**src/rtl/core/afpq_pkg.sv**
```systemverilog
package afpq_pkg;

  localparam int QUEUE_FRAMES    = 65;
  localparam int MAX_FRAME_BYTES = 1920;

  localparam int FRAME_MAX_EVEN  = (MAX_FRAME_BYTES / 2) * 2;
  localparam int WORDS_PER_SLOT  = MAX_FRAME_BYTES / 2;
  localparam int RAM_WORDS       = QUEUE_FRAMES * WORDS_PER_SLOT;
  localparam int ADDR_W          = $clog2(RAM_WORDS);
  localparam int SLOT_W          = $clog2(QUEUE_FRAMES);
  localparam int COUNT_W         = 7;
  localparam int OFF_W           = 11;
  localparam int LIMIT_W         = 7;
  localparam int CFG_ADDR_W      = 2;
  localparam int CFG_DATA_W      = 11;
  localparam int IN_TDATA_W      = 8;
  localparam int IN_TUSER_W      = 3;
  localparam int OUT_TDATA_W     = 24;

  localparam logic [CFG_ADDR_W-1:0] CFG_FRAME_BYTES    = 2'd0;
  localparam logic [CFG_ADDR_W-1:0] CFG_REALTIME_MODE  = 2'd1;
  localparam logic [CFG_ADDR_W-1:0] CFG_LIMIT_REALTIME = 2'd2;
  localparam logic [CFG_ADDR_W-1:0] CFG_LIMIT_DEFAULT  = 2'd3;

  localparam logic [OFF_W-1:0]   FRAME_BYTES_RST = 11'd320;
  localparam logic [LIMIT_W-1:0] LIMIT_RST       = 7'd64;

  typedef enum logic [1:0] {
    ACT_PUSH  = 2'd0,
    ACT_POP   = 2'd1,
    ACT_CLEAR = 2'd2,
    ACT_CKPT  = 2'd3
  } action_t;

  typedef enum logic [1:0] {
    S_IDLE,
    S_RETRY,
    S_ACT,
    S_READ
  } state_t;

  typedef struct packed {
    logic latch;
    logic retry;
    logic act;
    logic rd_done;
  } ctrl_cmd_t;

  typedef struct packed {
    logic is_pop;
    logic out_free;
  } dp_status_t;

  typedef struct packed {
    logic               ok;
    logic               drop;
    logic [COUNT_W-1:0] count;
    logic [SLOT_W-1:0]  head;
    logic [SLOT_W-1:0]  tail;
    logic [OFF_W-1:0]   rdoff;
  } commit_t;

  function automatic logic [SLOT_W-1:0] slot_inc(input logic [SLOT_W-1:0] s);
    slot_inc = (s == SLOT_W'(QUEUE_FRAMES - 1)) ? '0 : s + 1'b1;
  endfunction

  function automatic logic [OFF_W-1:0] eff_frame(input logic [OFF_W-1:0] f);
    logic [OFF_W-1:0] v;
    v = f;
    if (v < OFF_W'(2)) begin
      v = OFF_W'(2);
    end
    if (v > OFF_W'(FRAME_MAX_EVEN)) begin
      v = OFF_W'(FRAME_MAX_EVEN);
    end
    eff_frame = {v[OFF_W-1:1], 1'b0};
  endfunction

  function automatic logic [LIMIT_W-1:0] eff_limit(input logic [LIMIT_W-1:0] l);
    logic [LIMIT_W-1:0] v;
    v = l;
    if (v < LIMIT_W'(1)) begin
      v = LIMIT_W'(1);
    end
    if (v > LIMIT_W'(QUEUE_FRAMES - 1)) begin
      v = LIMIT_W'(QUEUE_FRAMES - 1);
    end
    eff_limit = v;
  endfunction

  function automatic commit_t try_commit(
    input logic               rt,
    input logic [LIMIT_W-1:0] lim_rt,
    input logic [LIMIT_W-1:0] lim_def,
    input logic [COUNT_W-1:0] count,
    input logic [SLOT_W-1:0]  head,
    input logic [SLOT_W-1:0]  tail,
    input logic [OFF_W-1:0]   rdoff
  );
    commit_t          c;
    logic [COUNT_W-1:0] cnt;
    cnt     = count;
    c.head  = head;
    c.rdoff = rdoff;
    c.drop  = rt && (count >= COUNT_W'(eff_limit(lim_rt))) && (count != '0);
    c.ok    = rt || (count < COUNT_W'(eff_limit(lim_def)));
    if (c.drop) begin
      c.head  = slot_inc(head);
      c.rdoff = '0;
      cnt     = count - 1'b1;
    end
    c.count = cnt + 1'b1;
    c.tail  = slot_inc(tail);
    try_commit = c;
  endfunction

endpackage

```
**src/rtl/core/afpq_ctrl.sv**
```systemverilog
module afpq_ctrl (
  input  logic                clk,
  input  logic                rst_n,
  input  logic                in_tvalid,
  output logic                in_tready,
  input  afpq_pkg::dp_status_t status,
  output afpq_pkg::ctrl_cmd_t  cmd
);
  import afpq_pkg::*;

  state_t state_r, state_nxt;

  always_ff @(posedge clk) begin
    if (!rst_n) begin
      state_r <= S_IDLE;
    end else begin
      state_r <= state_nxt;
    end
  end

  always_comb begin
    state_nxt = state_r;
    cmd       = '0;
    in_tready = 1'b0;
    case (state_r)
      S_IDLE: begin
        in_tready = 1'b1;
        if (in_tvalid) begin
          cmd.latch = 1'b1;
          state_nxt = S_RETRY;
        end
      end
      S_RETRY: begin
        cmd.retry = 1'b1;
        state_nxt = S_ACT;
      end
      S_ACT: begin
        if (status.out_free) begin
          cmd.act   = 1'b1;
          state_nxt = status.is_pop ? S_READ : S_IDLE;
        end
      end
      S_READ: begin
        cmd.rd_done = 1'b1;
        state_nxt   = S_IDLE;
      end
      default: begin
        state_nxt = S_IDLE;
      end
    endcase
  end

endmodule

```
**config.mk**
```make
export PLATFORM = sky130hd
export DESIGN_NAME = afpq_ctrl
export DESIGN_NICKNAME = d
export VERILOG_FILES = /design/src/rtl/core/afpq_pkg.sv /design/src/rtl/core/afpq_ctrl.sv
export SDC_FILE = /design/constraint.sdc
export NUM_CORES = 1
export LEC_CHECK = 0
export BUFFER_PORTS_ARGS = -buffer_cell sky130_fd_sc_hd__buf_4
export CORE_AREA = 5 5 42 44
export DETAILED_ROUTE_END_ITERATION = 6
export DIE_AREA = 0 0 47 49
export PLACE_DENSITY = 0.36
export SETUP_SLACK_MARGIN = 0.3
export SLEW_MARGIN = 20
export SYNTH_ARGS = -nofsm -noshare
export SYNTH_HDL_FRONTEND = slang
export SYNTH_SLANG_ARGS = --single-unit
export TNS_END_PERCENT = 100
```
**constraint.sdc**
```tcl
create_clock -name clk -period 1.05 [get_ports clk]
set_clock_uncertainty 0.1 [all_clocks]
set_input_delay 0.21 -clock clk [delete_from_list [all_inputs] [get_ports clk]]
set_output_delay 0.21 -clock clk [all_outputs]
set_load 0.1 [all_outputs]
```
==> results.tsv <==
metric	value	unit
status	complete, but fails checks	
failing checks	setup timing	
ys flop type	dfxtp_1	
largest family of logic cells by synthesized area	simple AND/OR/NAND/NOR gates	
Maximum Capacitance Violations	0	
Yosys top cell area share	0.352	
# hold bufs at CTS	0	
drt drc	0	
Reg with most FFs	state_r	
fin crit share	1.33	
grt ovf	0	
Yosys Warn Count	0	
Synth area leader	dfxtp_1	
worst-case hold slack	0.132	ns
Synth Area in Compound Gates	0.0989	
Setup crit start kind	flip-flop	
clock latency at the later pin of the worst-skew pair	0.22	ns
Via Count	169	
Regs by FF count	state_r: 2 flops	
mux contribution to synthesized area	0	
Die ar.	0.00230	mm2
Leakage	0.175	nW
Setup CP Type	reg -> out	
TritonCTS Buffers	3	
Worst-path clk slew	0.03	ns
Least-Margin Pin Slew	0.140	ns
pin count of the biggest net entering global routing	5	
area of the multi-input gates	100	um2
Initial DRC Count	0	
FILL cells	161	
Tmin final	1.39	ns
final setup TNS	-1.47	ns
Post-synth EDFFs	0	
Hold WC Path Type	in -> reg	
Post-Syn Nets	19	
adder-cell share of the synthesized area	0	
PwrDens	1320	mW/mm2
CTS tree	done	
drt first pass iters	1	
critical path peak fanout	4	
Area growth syn-to-layout	241	%
VDD IR max	438	uV
Vias/cell	3.45	
share of layout cells above drive strength 1	0.818	
vias in the first global route	217	
#FFs+latches synth	2	
initial core utilization	0.0812	
CTS Sinks	2	
post-route ant nets	0	
boundary pin count	10	
std cell rows	14	
input/output buffers	9	
number of flip-flops in the largest register	2	
Storage cell area	47.5	um2
fraction of registers with async set/reset	0	
Hold Vio Cnt, Final	0	
GR Util All Layers	0.0561	
Synth Area in Simple Gates	0.549	
RD Place Congestion	0.710	
Setup crit end kind	primary output	
Seq/Total Area, Yosys	0.352	
Max Fclk	0.718	GHz
Avg Inst Size Synth	8.13	um2
unrepaired setup endpoints after global routing	yes	
Post-Synthesis Cells	14	
first-pass GRT wire length	876	um
clock root buffer	clkbuf_4	
Final WS setup	-0.344	ns
Vert. Die Dim	49	um
Cell Area, Synth	114	um2
post-synth cell types	9	
Die Wd	47	um
max-slew violations	0	
Setup violations, final	7	
H-Tree Depth	1	
Place WS	-0.208	ns
Worst Path Arrival	1.08	ns
initial antenna violation count	0	
Synth area leaders	dfxtp_1 (35%), and2_1 (16%), nor2b_1 (16%), and2b_1 (6.6%), nor3b_1 (6.6%)	
Routed WL per cell	9.22	um
Rel. slew slack	0.906	
WL final	452	um
maximum clock path buffer count	2	
Critical Path RT	0.74	ns
Placeable Area	0.00140	mm2
# diodes	0	
Synth Area in XOR/XNOR	0	
most frequent cells after synthesis	and2_1 (3), nor2b_1 (3), dfxtp_1 (2)	
final net count	40	
-- per-layer routing --
layer	routed length, um	GRT usage	vias up
li1	-	-	84
met1	179	0.0630	75
met2	211	0.0769	10
met3	61	0.0185	0
met4	0	0.0553	0
met5	0	0	-
-- power breakdown --
part,switching [mW],internal (mW),leakage (nW)
Sequential,0.00926,0.0816,0.0178
Combinational,0.141,0.118,0.143
Clock,0.0381,0.125,0.0138
-- final timing paths --
check | startpoint | endpoint | slack [ns] | depth (start not counted)
max | state_r[0] | cmd[1] | -0.34 | 3
min | rst_n | state_r[1] | 0.13 | 2
max reg2reg | state_r[0] | state_r[1] | -0.09 | 5
min reg2reg | state_r[0] | state_r[0] | 0.35 | 1
-- timing repair --
action / CTS / global route
pin swaps: 3 / 1
gates resized for setup: 23 / 0
endpoints found under the setup margin: 7 / 7
buffers inserted: 3 / 1
-- worst max-delay path, stage by stage, from the launching register on --
cell,delay [ns]
dfxtp_4,0.35
and2b_1,0.20
and2_4,0.15
buf_12,0.16
-- kinds of logic after synthesis --
| kind of cell | after synthesis |
|---|---|
| AOI/OAI and AO/OA | 2 |
| DFF | 2 |
| and+or+nand+nor | 10 |
-- cell type report --
cell class	count	area share
multi-input combinational	12	0.258
sequential	2	0.123
clock buffer	3	0.0581
tap	16	0.0516
timing repair buffer	16	0.510
-- cells in the final DEF, fill, tap and decap left out --
cell type / n
buf_4: 7
buf_12: 5
buf_6: 4
and2_4: 3
clkbuf_4: 3
nor2b_1: 2
dfxtp_4: 2
nor2_4: 1
nor2b_4: 1
and2b_1: 1
nand2b_1: 1
a21oi_2: 1
a31oi_1: 1
nor3b_1: 1
-- stage by stage --
stage / instances / instance area (um2) / total power, mW / utilization
floorplan: 14 / 138 / 0.230 / -
global placement: 42 / 248 / 0.280 / 0.177
detailed placement: 42 / 248 / 0.282 / 0.177
CTS: 48 / 380 / 0.525 / 0.271
global route: 49 / 388 / 0.539 / 0.277
finish: 49 / 388 / 0.514 / 0.277
Power figures use the tool's default switching activity.
